`src/rtl/core/moisture_pump_controller_defines.svh`:
```
// Assertion helpers shared by the controller modules.
// Each expects clk and arst_n in scope.
`ifndef MOISTURE_PUMP_CONTROLLER_DEFINES_SVH
`define MOISTURE_PUMP_CONTROLLER_DEFINES_SVH

// same-cycle implication
`define MPC_ASSERT_NOW(label, ante, cons, msg) \
	label: assert property (@(posedge clk) disable iff (!arst_n) (ante) |-> (cons)) \
		else $error(msg);

// next-cycle implication
`define MPC_ASSERT_NEXT(label, ante, cons, msg) \
	label: assert property (@(posedge clk) disable iff (!arst_n) (ante) |=> (cons)) \
		else $error(msg);

`endif

```
`src/rtl/core/mpc_pkg.sv`:
```
package mpc_pkg;

	localparam int SAMPLE_W    = 12;
	localparam int SECONDS_W   = 16;
	localparam int PHASE_W     = 2;
	localparam int CFG_INDEX_W = 2;
	localparam int CFG_DATA_W  = 16;

	// register indexes
	localparam logic [CFG_INDEX_W-1:0] REG_THRESHOLD = 2'd0;
	localparam logic [CFG_INDEX_W-1:0] REG_PUMP_SECS = 2'd1;
	localparam logic [CFG_INDEX_W-1:0] REG_WAIT_SECS = 2'd2;

	localparam logic [SAMPLE_W-1:0]  THRESHOLD_RESET = 12'd2335;
	localparam logic [SECONDS_W-1:0] PUMP_SECS_RESET = 16'd2;
	localparam logic [SECONDS_W-1:0] WAIT_SECS_RESET = 16'd1800;

	// reported phase codes
	localparam logic [PHASE_W-1:0] PHASE_INIT  = 2'd0;
	localparam logic [PHASE_W-1:0] PHASE_CHECK = 2'd1;
	localparam logic [PHASE_W-1:0] PHASE_PUMP  = 2'd2;
	localparam logic [PHASE_W-1:0] PHASE_WAIT  = 2'd3;

	typedef enum logic [3:0] {
		ST_INIT  = 4'b0001,
		ST_CHECK = 4'b0010,
		ST_PUMP  = 4'b0100,
		ST_WAIT  = 4'b1000
	} fsm_state_t;

	typedef struct packed {
		logic [SAMPLE_W-1:0]  threshold;
		logic [SECONDS_W-1:0] pump_seconds;
		logic [SECONDS_W-1:0] wait_seconds;
	} cfg_t;

	function automatic logic [PHASE_W-1:0] phase_code(input fsm_state_t st);
		logic [PHASE_W-1:0] code;
		unique case (st)
			ST_INIT:  code = PHASE_INIT;
			ST_CHECK: code = PHASE_CHECK;
			ST_PUMP:  code = PHASE_PUMP;
			ST_WAIT:  code = PHASE_WAIT;
			default:  code = PHASE_INIT;
		endcase
		return code;
	endfunction

endpackage

```
`src/rtl/core/mpc_filter.sv`:
```
`include "moisture_pump_controller_defines.svh"

module mpc_filter
	import mpc_pkg::*;
#(
	parameter int FRACTION_BITS = 8
) (
	input  logic                clk,
	input  logic                arst_n,
	input  logic                advance,
	input  logic [SAMPLE_W-1:0] sample,
	input  logic [SAMPLE_W-1:0] threshold,
	output logic                above,
	output logic [SAMPLE_W-1:0] level
);

	localparam int AVG_W   = SAMPLE_W + FRACTION_BITS;
	// 49*avg + sample*2^F < 50*2^AVG_W < 2^(AVG_W+6)
	localparam int SUM_W   = AVG_W + 6;
	// divide by 50 as halve, then reciprocal multiply by 1/25
	localparam int HALF_W  = SUM_W - 1;
	localparam int SHIFT   = HALF_W + 5;
	localparam int RECIP_W = SHIFT - 4;
	localparam int PROD_W  = HALF_W + RECIP_W;
	localparam logic [63:0] RECIP_FULL = ((64'd1 << SHIFT) + 64'd24) / 64'd25;
	localparam logic [RECIP_W-1:0] RECIP = RECIP_FULL[RECIP_W-1:0];

	logic [AVG_W-1:0]  avg_q;
	logic              seeded_q;
	logic [AVG_W-1:0]  scaled;
	logic [SUM_W-1:0]  sum;
	logic [HALF_W-1:0] half;
	logic [PROD_W-1:0] prod;
	logic [AVG_W-1:0]  avg_next;

	assign scaled = {sample, {FRACTION_BITS{1'b0}}};
	assign sum    = (SUM_W'(avg_q) << 5) + (SUM_W'(avg_q) << 4) + SUM_W'(avg_q)
		+ SUM_W'(scaled);
	assign half   = sum[SUM_W-1:1];
	// exact floor(half/25): error term stays below 2^SHIFT
	assign prod   = PROD_W'(half) * PROD_W'(RECIP);
	assign avg_next = seeded_q ? prod[SHIFT +: AVG_W] : scaled;

	assign above = avg_next > {threshold, {FRACTION_BITS{1'b0}}};
	assign level = avg_q[AVG_W-1 -: SAMPLE_W];

	always_ff @(posedge clk or negedge arst_n) begin
		if (!arst_n) begin
			avg_q    <= '0;
			seeded_q <= 1'b0;
		end else if (advance) begin
			avg_q    <= avg_next;
			seeded_q <= 1'b1;
		end
	end

	`MPC_ASSERT_NEXT(a_avg_holds, !advance, $stable(avg_q), "average moved without a word")
	`MPC_ASSERT_NEXT(a_seed_once, advance, seeded_q, "filter not seeded after a word")

endmodule

```
`src/rtl/core/mpc_fsm.sv`:
```
`include "moisture_pump_controller_defines.svh"

module mpc_fsm
	import mpc_pkg::*;
(
	input  logic               clk,
	input  logic               arst_n,
	input  logic               advance,
	input  logic               tick,
	input  logic               above,
	input  cfg_t               cfg,
	output logic               pump_on,
	output logic [PHASE_W-1:0] phase
);

	fsm_state_t           state_q, state_d;
	logic [SECONDS_W-1:0] secs_q, secs_d, secs_ticked;
	logic                 pump_q, pump_d;

	// tick first, saturating at zero
	assign secs_ticked = (tick && secs_q != '0) ? secs_q - SECONDS_W'(1) : secs_q;

	always_comb begin
		state_d = state_q;
		secs_d  = secs_ticked;
		pump_d  = pump_q;
		unique case (state_q)
			ST_INIT: begin
				pump_d  = 1'b0;
				state_d = ST_CHECK;
			end
			ST_CHECK: begin
				if (above) begin
					secs_d  = cfg.pump_seconds;
					state_d = ST_PUMP;
				end else begin
					secs_d  = cfg.wait_seconds;
					state_d = ST_WAIT;
				end
			end
			ST_PUMP: begin
				pump_d = 1'b1;
				if (secs_ticked == '0) begin
					pump_d  = 1'b0;
					secs_d  = cfg.wait_seconds;
					state_d = ST_WAIT;
				end
			end
			ST_WAIT: begin
				if (secs_ticked == '0) state_d = ST_CHECK;
			end
			default: begin
				pump_d  = 1'b0;
				state_d = ST_INIT;
			end
		endcase
	end

	always_ff @(posedge clk or negedge arst_n) begin
		if (!arst_n) begin
			state_q <= ST_INIT;
			secs_q  <= '0;
			pump_q  <= 1'b0;
		end else if (advance) begin
			state_q <= state_d;
			secs_q  <= secs_d;
			pump_q  <= pump_d;
		end
	end

	assign pump_on = pump_q;
	assign phase   = phase_code(state_q);

	`MPC_ASSERT_NOW(a_pump_in_pump, pump_q, state_q == ST_PUMP, "pump on outside pump phase")
	`MPC_ASSERT_NEXT(a_init_exit, advance && state_q == ST_INIT, state_q == ST_CHECK && !pump_q, "bad exit from init")
	`MPC_ASSERT_NEXT(a_check_load, advance && state_q == ST_CHECK, secs_q == ($past(above) ? $past(cfg.pump_seconds) : $past(cfg.wait_seconds)), "wrong count loaded on check")

endmodule

```
`src/rtl/core/moisture_pump_controller.sv`:
```
// Moisture pump controller: low-pass filter on the sensor word, then one controller move.
// A word passes the input register, then the result register, on its way to result valid.
// Throughput: a word per cycle unless stalled; set by filter feedback's reciprocal multiply.
// Reset (arst_n low, asynchronous): filter unseeded, controller in init, pump off,
// registers back to threshold 2335, pump 2 s, wait 1800 s; no result pending.
module moisture_pump_controller
	import mpc_pkg::*;
#(
	parameter int FRACTION_BITS = 8
) (
	input  logic                   clk,
	input  logic                   arst_n,
	// configuration write port
	input  logic                   cfg_we,
	input  logic [CFG_INDEX_W-1:0] cfg_index,
	input  logic [CFG_DATA_W-1:0]  cfg_data,
	// input word
	input  logic                   item_valid,
	output logic                   item_ready,
	input  logic [SAMPLE_W-1:0]    sample,
	input  logic                   second_tick,
	// result word
	output logic                   result_valid,
	input  logic                   result_ready,
	output logic                   pump_on,
	output logic [PHASE_W-1:0]     phase,
	output logic [SAMPLE_W-1:0]    filtered_level
);

	cfg_t                cfg_q;

	// input register stage
	logic                valid_s1;
	logic [SAMPLE_W-1:0] sample_s1;
	logic                tick_s1;

	logic                result_valid_q;
	logic                advance;
	logic                above;

	// config registers; index 3 is ignored
	always_ff @(posedge clk or negedge arst_n) begin
		if (!arst_n) begin
			cfg_q.threshold    <= THRESHOLD_RESET;
			cfg_q.pump_seconds <= PUMP_SECS_RESET;
			cfg_q.wait_seconds <= WAIT_SECS_RESET;
		end else if (cfg_we) begin
			unique case (cfg_index)
				REG_THRESHOLD: cfg_q.threshold    <= cfg_data[SAMPLE_W-1:0];
				REG_PUMP_SECS: cfg_q.pump_seconds <= cfg_data[SECONDS_W-1:0];
				REG_WAIT_SECS: cfg_q.wait_seconds <= cfg_data[SECONDS_W-1:0];
				default: ;
			endcase
		end
	end

	// The word in the input register moves into the result (state) registers
	// when the result slot is free or being emptied this cycle. The input
	// register takes a new word whenever it is empty or moving on, so one
	// word can wait here behind a stalled result.
	assign advance    = valid_s1 && (!result_valid_q || result_ready);
	assign item_ready = !valid_s1 || advance;

	always_ff @(posedge clk or negedge arst_n) begin
		if (!arst_n) begin
			valid_s1 <= 1'b0;
		end else if (item_ready) begin
			valid_s1 <= item_valid;
		end
	end

	// payload only, no reset needed
	always_ff @(posedge clk) begin
		if (item_valid && item_ready) begin
			sample_s1 <= sample;
			tick_s1   <= second_tick;
		end
	end

	always_ff @(posedge clk or negedge arst_n) begin
		if (!arst_n) begin
			result_valid_q <= 1'b0;
		end else if (advance) begin
			result_valid_q <= 1'b1;
		end else if (result_ready) begin
			result_valid_q <= 1'b0;
		end
	end

	assign result_valid = result_valid_q;

	// Filter and controller registers double as the result register: they
	// only change on advance, so a stalled result holds by construction.
	mpc_filter #(
		.FRACTION_BITS(FRACTION_BITS)
	) u_filter (
		.clk       (clk),
		.arst_n    (arst_n),
		.advance   (advance),
		.sample    (sample_s1),
		.threshold (cfg_q.threshold),
		.above     (above),
		.level     (filtered_level)
	);

	mpc_fsm u_fsm (
		.clk     (clk),
		.arst_n  (arst_n),
		.advance (advance),
		.tick    (tick_s1),
		.above   (above),
		.cfg     (cfg_q),
		.pump_on (pump_on),
		.phase   (phase)
	);

endmodule
```
`config.mk`:
```
export PLATFORM = sky130hd
export DESIGN_NAME = moisture_pump_controller
export DESIGN_NICKNAME = d
export VERILOG_FILES = /design/src/rtl/core/mpc_pkg.sv /design/src/rtl/core/mpc_filter.sv /design/src/rtl/core/mpc_fsm.sv /design/src/rtl/core/moisture_pump_controller.sv
export VERILOG_INCLUDE_DIRS = /design/src /design/src/rtl/core
export SDC_FILE = /design/constraint.sdc
export NUM_CORES = 1
export LEC_CHECK = 0
export BUFFER_PORTS_ARGS = -buffer_cell sky130_fd_sc_hd__buf_2
export CORE_MARGIN = 2
export CORE_UTILIZATION = 50
export CTS_BUF_LIST = sky130_fd_sc_hd__clkbuf_4 sky130_fd_sc_hd__clkbuf_8
export CTS_CLUSTER_DIAMETER = 120
export DETAILED_ROUTE_END_ITERATION = 16
export PLACE_DENSITY = 0.66
export SETUP_SLACK_MARGIN = 0.15
export SLEW_MARGIN = 25
export SYNTH_ARGS = -nofsm -noshare
export SYNTH_HDL_FRONTEND = slang
export SYNTH_SLANG_ARGS = --single-unit
```
`constraint.sdc`:
```
create_clock -name clk -period 36.2 [get_ports clk]
set_input_delay 3.62 -clock clk [delete_from_list [all_inputs] [get_ports clk]]
set_output_delay 3.62 -clock clk [all_outputs]
set_load 0.02 [all_outputs]
```
==> run metrics, run 1 <==
Post-CTS Setup Inserts=0; Clock Skew=26.6 ps; PortBufs=52; CP max stage cell=dfrtp_1; Synth top area share=27.9%; final number of hold-violating endpoints=0; most frequent cell on the critical path=fa_1; number of DRC markers in iteration 0=between 600 and 700; clk_lat worst skew=approximately 410 ps; Tightest Hold Check Type=flop to flop; die area=0.0362 sq mm; drt drc=0; Synth async-reset ratio=87.1%; Worst Setup EP=u_fsm.secs_q[0]; DRT Wirelength=43,700 um; synthesis warning total=0; cell row count=68; min Tclk post-route=approximately 14,000 ps; fill count=3,157; Slew headroom=30.9%; final std cells w/o fill=2,286; PnR worst setup slack=approximately 22,000 ps; top cells by count, synth=inv_1, ha_1, fa_1, nand2_1, o21ai_0; R2R Path Start=u_filter.avg_q[1]; worst slack, placed=22,520 ps; EDFF count, synth=13; crit path max fanout=15; FMAX=72.5 MHz; mapped cell area=about 0.017 sq mm; Layout Area Growth over Synthesis=5.52%; largest net degree at the start of global routing=74; Final ANT Viol Nets=0; unrepaired setup endpoints after global routing=false; Avg WL per Cell=19.1 um; Critical Path Sink Type=flop; library cells used by synthesis=72; number of inserted diodes=0; Synth Register Bits=101; CTS tree=yes; worst slew pin tran=1030 ps; Avg Cell Area, Syn=9.69 sq um; Hold Buf Count CTS=0; R2R depth=46; setup TNS=0 ps; footprint of the multi-input gates=roughly 0.013 sq mm; CTS root buffer=clkbuf_8; Post-CTS Resized=0; crit-path max cell delay=850 ps; Nets=2,409; WP data arrival=between 10,000 and 15,000 ps; worst-case clock buffer depth=2; top-count cell post-synth=inv_1; Main synth FF type=dfrtp_1; vias in the first global route=13,166; ratio of cells with drive above 1 in the final layout=around 8.7%; I/O pin count=53; Vias=12,434; RR Endpoint=u_fsm.secs_q[0]; Slew Viols, Final=0; startpoint types=flop; HPWL Detailed=38,000 um; crit path from=u_filter.avg_q[1]; starting density of the core=50.5%; Final GP Congestion=0.956; initial antenna violation count=0; CTS H-tree lvls=3; Avg Vias per Cell=about 5.4; final core occ=53.3%; Cell Count Post-Placement=roughly 2,300; Die Span X=190 um; Core ar.=0.0344 sq mm; grt ovf=0; # setup viols final=0; period utilization=38.1%; Critical Setup Path Class=flop to flop; status=finished clean; clk slew on worst S/H paths=roughly 130 ps; sequential fraction of the synthesis area=15.0%; TritonCTS Sinks=101; first-pass GRT wire length=71,500 um; CTS Buf Count=9; Max Cap Viol=0; die height=190 um; r2r setup slk=22,410 ps; Critical Path RT=around 36,000 ps; first-pass iteration count of the detailed router=5; post-synthesis net count=2,373; Mapped Cells=1,790; GRT Util Overall=between 20 and 30%; area leader, netlist=fa_1; synth top area cells=fa_1, ha_1, dfrtp_1; Storage cell area=around 0.0026 sq mm
==> worst min path at each step <==
stage / start / endpoint / slack, ps / depth (start not counted)
final: cfg_q[21] / cfg_q[21] / 520 / 1
after global routing: cfg_q[12] / cfg_q[12] / 540 / 1
after CTS: cfg_q[21] / cfg_q[21] / 520 / 1
after detailed placement: cfg_q[21] / cfg_q[21] / 490 / 1
after global placement: cfg_q[16] / cfg_q[16] / 490 / 1
after floorplan: valid_s1 / result_valid / 470 / 1
==> flip-flops by register name, indices dropped and copies added (netlist names) <==
register           count
tick_s1                1
u_fsm.pump_on          1
u_filter.avg_q        20
result_valid           1
sample_s1             12
cfg_q                 44
u_fsm.state_q          4
u_filter.seeded_q      1
u_fsm.secs_q          16
valid_s1               1
==> area by class of cell <==
type	count	share of cell area (%)
multi-input cells	1174	69.8
flip-flops and latches	101	14.3
inverters	473	9.70
well taps	455	3.11
repair buffers	67	2.05
clock buffers	10	0.752
clock inverters	6	0.355
==> routing by layer <==
| metal | share of wire, % | vias up | GRT usage, % |
|---|---|---|---|
| met5 | 0 | - | 0 |
| met3 | 3.8 | 47 | 2.59 |
| met2 | 48 | 267 | 42.6 |
| met1 | 47 | 6244 | 36.8 |
| met4 | 1.7 | 0 | 5.28 |
| li1 | - | 5876 | - |
==> through the flow <==
step,cell area (sq um),hold slack [ps]
after floorplan,17300,471
after CTS,18300,520
after global routing,18300,538
final,18300,518
after global placement,18100,491
after detailed placement,18100,494
==> kinds of logic (layout without fill, tap and decap cells) <==
family / Yosys count / in the layout / share of synthesized area (%)
AOI/OAI and AO/OA: 268 / 268 / 10.1
xor gates and xnor gates: 54 / 54 / 2.73
adders and majority gates: 547 / 547 / 49.9
buffers and inverters: 515 / 556 / 11.5
DFF: 101 / 101 / 15.0
muxes: 53 / 53 / 3.38
and+or+nand+nor: 252 / 252 / 7.37
==> worst max-delay path: cells and delay by family, from the launching register on <==
family          cells  cell delay [ps]
xor+xnor            2              830
compound gates     14             2950
fa+ha+maj          13             5480
simple gates        8             2280
mux                 1              280
flops               1              850
buf+inv             8              960
==> cells in the final DEF, fill, tap and decap left out, drive strengths merged, types with 10 or more instances in the layout <==
| cell | instances |
|---|---|
| inv | 477 |
| ha | 305 |
| fa | 242 |
| nand2 | 80 |
| o21ai | 79 |
| dfrtp | 75 |
| buf | 67 |
| a21oi | 51 |
| nor2 | 47 |
| mux2 | 45 |
| xnor2 | 39 |
| a21o | 23 |
| nor3 | 21 |
| nand2b | 16 |
| nand3 | 15 |
| o22ai | 15 |
| xor2 | 15 |
| nand4 | 13 |
| dfstp | 13 |
| edfxtp | 13 |
| a31oi | 10 |
| a211oi | 10 |
| clkbuf | 10 |
Power of run 1 is left out: the tool's default activity adds up to more than one toggle a clock period on the data nets, which glitch-free logic cannot reach.
==> run 2, diff against run 1 <==
--- a/config.mk
+++ b/config.mk
@@ -12,7 +12,7 @@
 export CTS_BUF_LIST = sky130_fd_sc_hd__clkbuf_4 sky130_fd_sc_hd__clkbuf_8
 export CTS_CLUSTER_DIAMETER = 120
 export DETAILED_ROUTE_END_ITERATION = 16
-export PLACE_DENSITY = 0.66
+export PLACE_DENSITY = 0.69
 export SETUP_SLACK_MARGIN = 0.15
 export SLEW_MARGIN = 25
 export SYNTH_ARGS = -nofsm -noshare
==> constraint.sdc (replaced) <==
create_clock -name clk -period 11.7 [get_ports clk]
set_input_delay 1.17 -clock clk [delete_from_list [all_inputs] [get_ports clk]]
set_output_delay 1.17 -clock clk [all_outputs]
set_load 0.02 [all_outputs]
==> run 2 against run 1 <==
Net effect: the run now ends with negative setup slack left; sequential share of layout area shrank 1.5 points; wire length grew 8.0%; worst setup slack got worse by 22000 ps; non-clock buffer count is 199 higher; maximum frequency rose by 17%; via count increased by 7.7%; register-to-register slack lost 22000 ps; hold slack lost 4.1 ps.
==> run metrics, run 2 (same netlist as run 1, synthesis figures left out) <==
status=complete, but fails checks; violated checks=negative setup slack; CTS H-tree lvls=3; PnR worst setup slack=-58.9 ps; Top Registers=cfg_q (44), u_filter.avg_q (20), u_fsm.secs_q (16); Nets=2,609; number of flip-flops under the largest register name=44; Critical Setup Path Class=flop to flop; register name with the most flops=cfg_q; number of inserted diodes=0; PortBufs=52; Storage cell area=0.00261 sq mm; die height=190 um; family with the most delay on the worst path=adder cells; Critical Path Sink Type=flop; Die Span X=around 190 um; WP data arrival=approximately 12,000 ps; DRT Wirelength=47,200 um; final number of hold-violating endpoints=0; Final GP Congestion=0.961; clk slew on worst S/H paths=90 ps; CTS root buffer=clkbuf_8; Clock Skew=16.2 ps; first-pass iteration count of the detailed router=5; worst-case clock buffer depth=2; drt drc=0; first-pass GRT wire length=76,100 um; Core ar.=0.0344 sq mm; Hold Slack=514 ps; ratio of cells with drive above 1 in the final layout=21.8%; Critical Path RT=roughly 12,000 ps; most frequent cell on the critical path=fa_1; CP max stage cell=fa_1; clk_lat worst skew=390 ps; number of DRC markers in iteration 0=845; cell row count=68; Tightest Hold Check Type=flop to flop; GRT Util Overall=27.3%; # setup viols final=2; worst slew pin tran=958 ps; Final ANT Viol Nets=0; die area=0.0362 sq mm; commonest non-fill, non-tap cell in the layout=inv_1; Layout Area Growth over Synthesis=17.9%; footprint of the multi-input gates=0.0134 sq mm; startpoint types=flop; Vias=approximately 13,000; FMAX=85.0 MHz; Max Cap Viol=0; CTS tree=yes; initial antenna violation count=0; vias in the first global route=about 14,000; starting density of the core=about half; I/O pin count=53; crit path max fanout=7; commonest non-fill, non-tap cells in the layout=inv_1, ha_1, fa_1; unrepaired setup endpoints after global routing=true; Avg WL per Cell=19.0 um; min Tclk post-route=11,760 ps; Slew Viols, Final=0; grt ovf=0; crit-path max cell delay=590 ps; final core occ=59.5%; Avg Vias per Cell=5.39; HPWL Detailed=between 30,000 and 40,000 um; fill count=approximately 3,000; TritonCTS Sinks=101; largest net degree at the start of global routing=79; CTS Buf Count=9; period utilization=101%; Slew headroom=35.9%; Bufs and invs on worst path=11
==> run 2: metrics by stage <==
step | setup TNS, ps | setup slack (ps) | cells | instance area [sq um]
floorplan | 0 | 177 | 1790 | 17400
global placement | -6000 | -389 | 2427 | 19300
detailed placement | -10630 | -681 | 2427 | 19300
CTS | 0 | 153 | 2471 | 20100
global route | -6990 | -485 | 2486 | 20400
finish | -83.3 | -58.9 | 2486 | 20400
==> run 2: area by class of cell <==
class                           instances  share of cell area (%)
Timing Repair Buffer                  266                    9.35
Inverter                              473                    8.68
Multi-Input combinational cell       1175                    65.3
Clock buffer                           11                   0.710
Clock inverter                          5                   0.392
Tap cell                              455                    2.78
Sequential cell                       101                    12.8
==> run 2: repair_timing <==
item	CTS	global route
setup endpoints to repair	18	18
resized for setup	59	51
hold buffers	0	0
setup buffers	27	14
gates cloned	1	1
pin swaps	62	49
==> run 2: final timing paths <==
path | end | slack, ps | from | cells after the start
min in group asynchronous | u_filter.avg_q[16] | 590 | arst_n | 1
hold / removal | u_fsm.pump_on | 510 | u_fsm.pump_on | 2
setup reg to reg | u_fsm.secs_q[4] | -60 | u_filter.avg_q[4] | 45
hold reg to reg | u_fsm.pump_on | 510 | u_fsm.pump_on | 2
setup / recovery | u_fsm.secs_q[4] | -60 | u_filter.avg_q[4] | 45
max in group asynchronous | u_filter.avg_q[2] | 10150 | arst_n | 2
==> run 2: metal layers <==
| metal | share of wire (%) | up-vias | track usage [%] |
|---|---|---|---|
| met3 | 4.7 | 70 | 2.50 |
| met5 | 0 | - | 0 |
| met1 | 44 | 6664 | 37.9 |
| li1 | - | 6281 | - |
| met4 | 2.6 | 0 | 7.72 |
| met2 | 49 | 373 | 45.7 |
==> run 2: worst reg2reg max path: cells and delay by family (launching register included) <==
| kind | cells | cell delay [ps] |
|---|---|---|
| DFF | 1 | 380 |
| and+or+nand+nor | 9 | 2180 |
| xor gates and xnor gates | 1 | 150 |
| muxes | 1 | 280 |
| adders and majority gates | 12 | 5530 |
| buffers and inverters | 11 | 1000 |
| AOI/OAI and AO/OA | 11 | 2110 |
Power of run 2 is left out for the same reason.
==> run 3, diff against run 2 <==
--- a/config.mk
+++ b/config.mk
@@ -6,6 +6,7 @@
 export SDC_FILE = /design/constraint.sdc
 export NUM_CORES = 1
 export LEC_CHECK = 0
+export ABC_AREA = 1
 export BUFFER_PORTS_ARGS = -buffer_cell sky130_fd_sc_hd__buf_2
 export CORE_MARGIN = 2
 export CORE_UTILIZATION = 50
==> run 3 against run 2 <==
Net effect: the flow now finishes without violations; critical endpoint is now u_fsm.secs_q[15]; critical path depth up 3; die area increased by 5.2%; non-clock buffer count fell by 187; global-route usage down 0.35 points; synthesized area is 5.4% higher.
==> run metrics, run 3 <==
worst slew pin tran=~870 ps; Hold Buf Count CTS=0; FMAX=~93 MHz; main combinational cell family by area after synthesis=adder cells; starting density of the core=50.3%; Post-Route M1 WL=22,500 um; CP max stage cell=fa_1; min Tclk post-route=10,710 ps; largest net degree at the start of global routing=76; Synth async-reset ratio=87.1%; met3 wire len=2560 um; clk slew on worst S/H paths=120 ps; unrepaired setup endpoints after global routing=false; clk_lat worst skew=400 ps; Cell Count Post-Placement=2,753; final std cells w/o fill=2,771; top-count cell post-synth=inv_1; Die Span X=between 150 and 200 um; drt drc=0; Layout Area Growth over Synthesis=5.76%; ratio of cells with drive above 1 in the final layout=under 10%; startpoint types=flop; Mapped Cells=2,252; r2r setup slk=990 ps; Top Registers=cfg_q (44), u_filter.avg_q (20), u_fsm.secs_q (16); top cells by count, synth=inv_1, nand2_1, ha_1, fa_1, nor2_1; library cells used by synthesis=45; fill count=3,457; sequential fraction of the synthesis area=roughly 14%; TritonCTS Sinks=101; EDFF count, synth=13; number of DRC markers in iteration 0=999; worst slack, placed=468 ps; Final GP Congestion=0.965; Clock Skew=between 20 and 25 ps; Avg Cell Area, Syn=8.12 sq um; Synth top area share=26.5%; grt ovf=0; CTS H-tree lvls=3; I/O pin count=53; die height=~200 um; Tightest Hold Check Type=flop to flop; commonest non-fill, non-tap cell in the layout=inv_1; period utilization=between 90% and 100%; Nets=2,881; Slew headroom=42.1%; Max Cap Viol=0; CTS Buf Count=9; number of flip-flops under the largest register name=44; post-synthesis net count=2,835; DRT Wirelength=49,200 um; Critical Setup Path Class=flop to flop; GRT Util Overall=26.9%; initial antenna violation count=0; synth top area cells=fa_1, ha_1, inv_1; worst-case clock buffer depth=2; final number of hold-violating endpoints=0; synthesis warning total=0; PortBufs=52; Core ar.=~0.036 sq mm; Critical Path RT=11,990 ps; XOR/XNOR Fraction of Synth Area=2.10%; Synth Register Bits=101; Slew Viols, Final=0; Top Layer Used=met4; CTS tree=yes; first-pass iteration count of the detailed router=6; HPWL Detailed=43,200 um; cell row count=70; mux share of post-synthesis cell area=0%; status=finished clean; Vias=14,524; Avg WL per Cell=roughly 18 um; CTS root buffer=clkbuf_8; mapped cell area=about 0.018 sq mm; crit path max fanout=17; crit-path max cell delay=just over 600 ps; Critical Path Sink Type=flop; first-pass GRT wire length=80,500 um; simple-gate share of the synthesized area=15.5%; commonest non-fill, non-tap cells in the layout=inv_1, nand2_1, ha_1; Avg Vias per Cell=between 5 and 6; register name with the most flops=cfg_q; compound-cell area share of the yosys netlist=7.35%; PnR worst setup slack=a little under 1000 ps; WP data arrival=between 10,000 and 15,000 ps; number of inserted diodes=0; DR WL met2=22,900 um; vias in the first global route=14,995; Main synth FF type=dfrtp_1; area leader, netlist=fa_1; setup TNS=0 ps; Final ANT Viol Nets=0; Adder-Cell Fraction of Synth Area=47.4%; # setup viols final=0; die area=0.0381 sq mm
-- run 3: area by class of cell --
type / count / area, sq um / area share, %
multi-input cells: 1520 / 13300 / 68.6
clock buffers: 10 / 138 / 0.712
clock inverters: 6 / 51.3 / 0.265
inverters: 587 / 2210 / 11.4
repair buffers: 79 / 469 / 2.43
flip-flops and latches: 101 / 2610 / 13.5
well taps: 468 / 586 / 3.03
-- run 3: per-layer routing --
metal	global-route usage, %	vias to the layer above
li1	-	6987
met1	37.6	7105
met2	44.6	376
met3	3.42	56
met4	6.84	0
met5	0	-
-- run 3: stage by stage --
| stage | util (%) | cell area (sq um) | hold slack [ps] |
|---|---|---|---|
| detailed placement | 52.5 | 19100 | 474 |
| CTS | 53.0 | 19300 | 500 |
| finish | 53.2 | 19300 | 497 |
| floorplan | - | 18300 | 453 |
| global placement | 52.5 | 19100 | 472 |
| global route | 53.2 | 19300 | 514 |
-- run 3: worst max-delay path, delay by kind of cell, from the launching register on --
family / cells / cell delay (ps)
AOI/OAI and AO/OA: 8 / 1510
xor gates and xnor gates: 2 / 420
adders and majority gates: 13 / 5450
buffers and inverters: 10 / 1080
DFF: 1 / 400
and+or+nand+nor: 15 / 1750
-- run 3: cells by family after synthesis --
group	Yosys count
AOI/OAI and AO/OA	246
xor gates and xnor gates	43
adders and majority gates	547
buffers and inverters	631
DFF	101
and+or+nand+nor	684
-- run 3: repair_timing --
item	4_1_cts	5_1_grt
setup buffers	0	2
endpoints found under the hold margin	0	0
setup endpoints to repair	0	18
gates resized for setup	0	12
-- run 3: final timing paths --
kind | from | end | depth (start not counted)
setup / recovery | u_filter.avg_q[1] | u_fsm.secs_q[15] | 48
max in group asynchronous | arst_n | u_filter.avg_q[3] | 2
min in group asynchronous | arst_n | u_filter.avg_q[19] | 1
hold / removal | cfg_q[35] | cfg_q[35] | 2
hold reg to reg | cfg_q[35] | cfg_q[35] | 2
setup reg to reg | u_filter.avg_q[1] | u_fsm.secs_q[15] | 48
Power of run 3 is left out for the same reason.
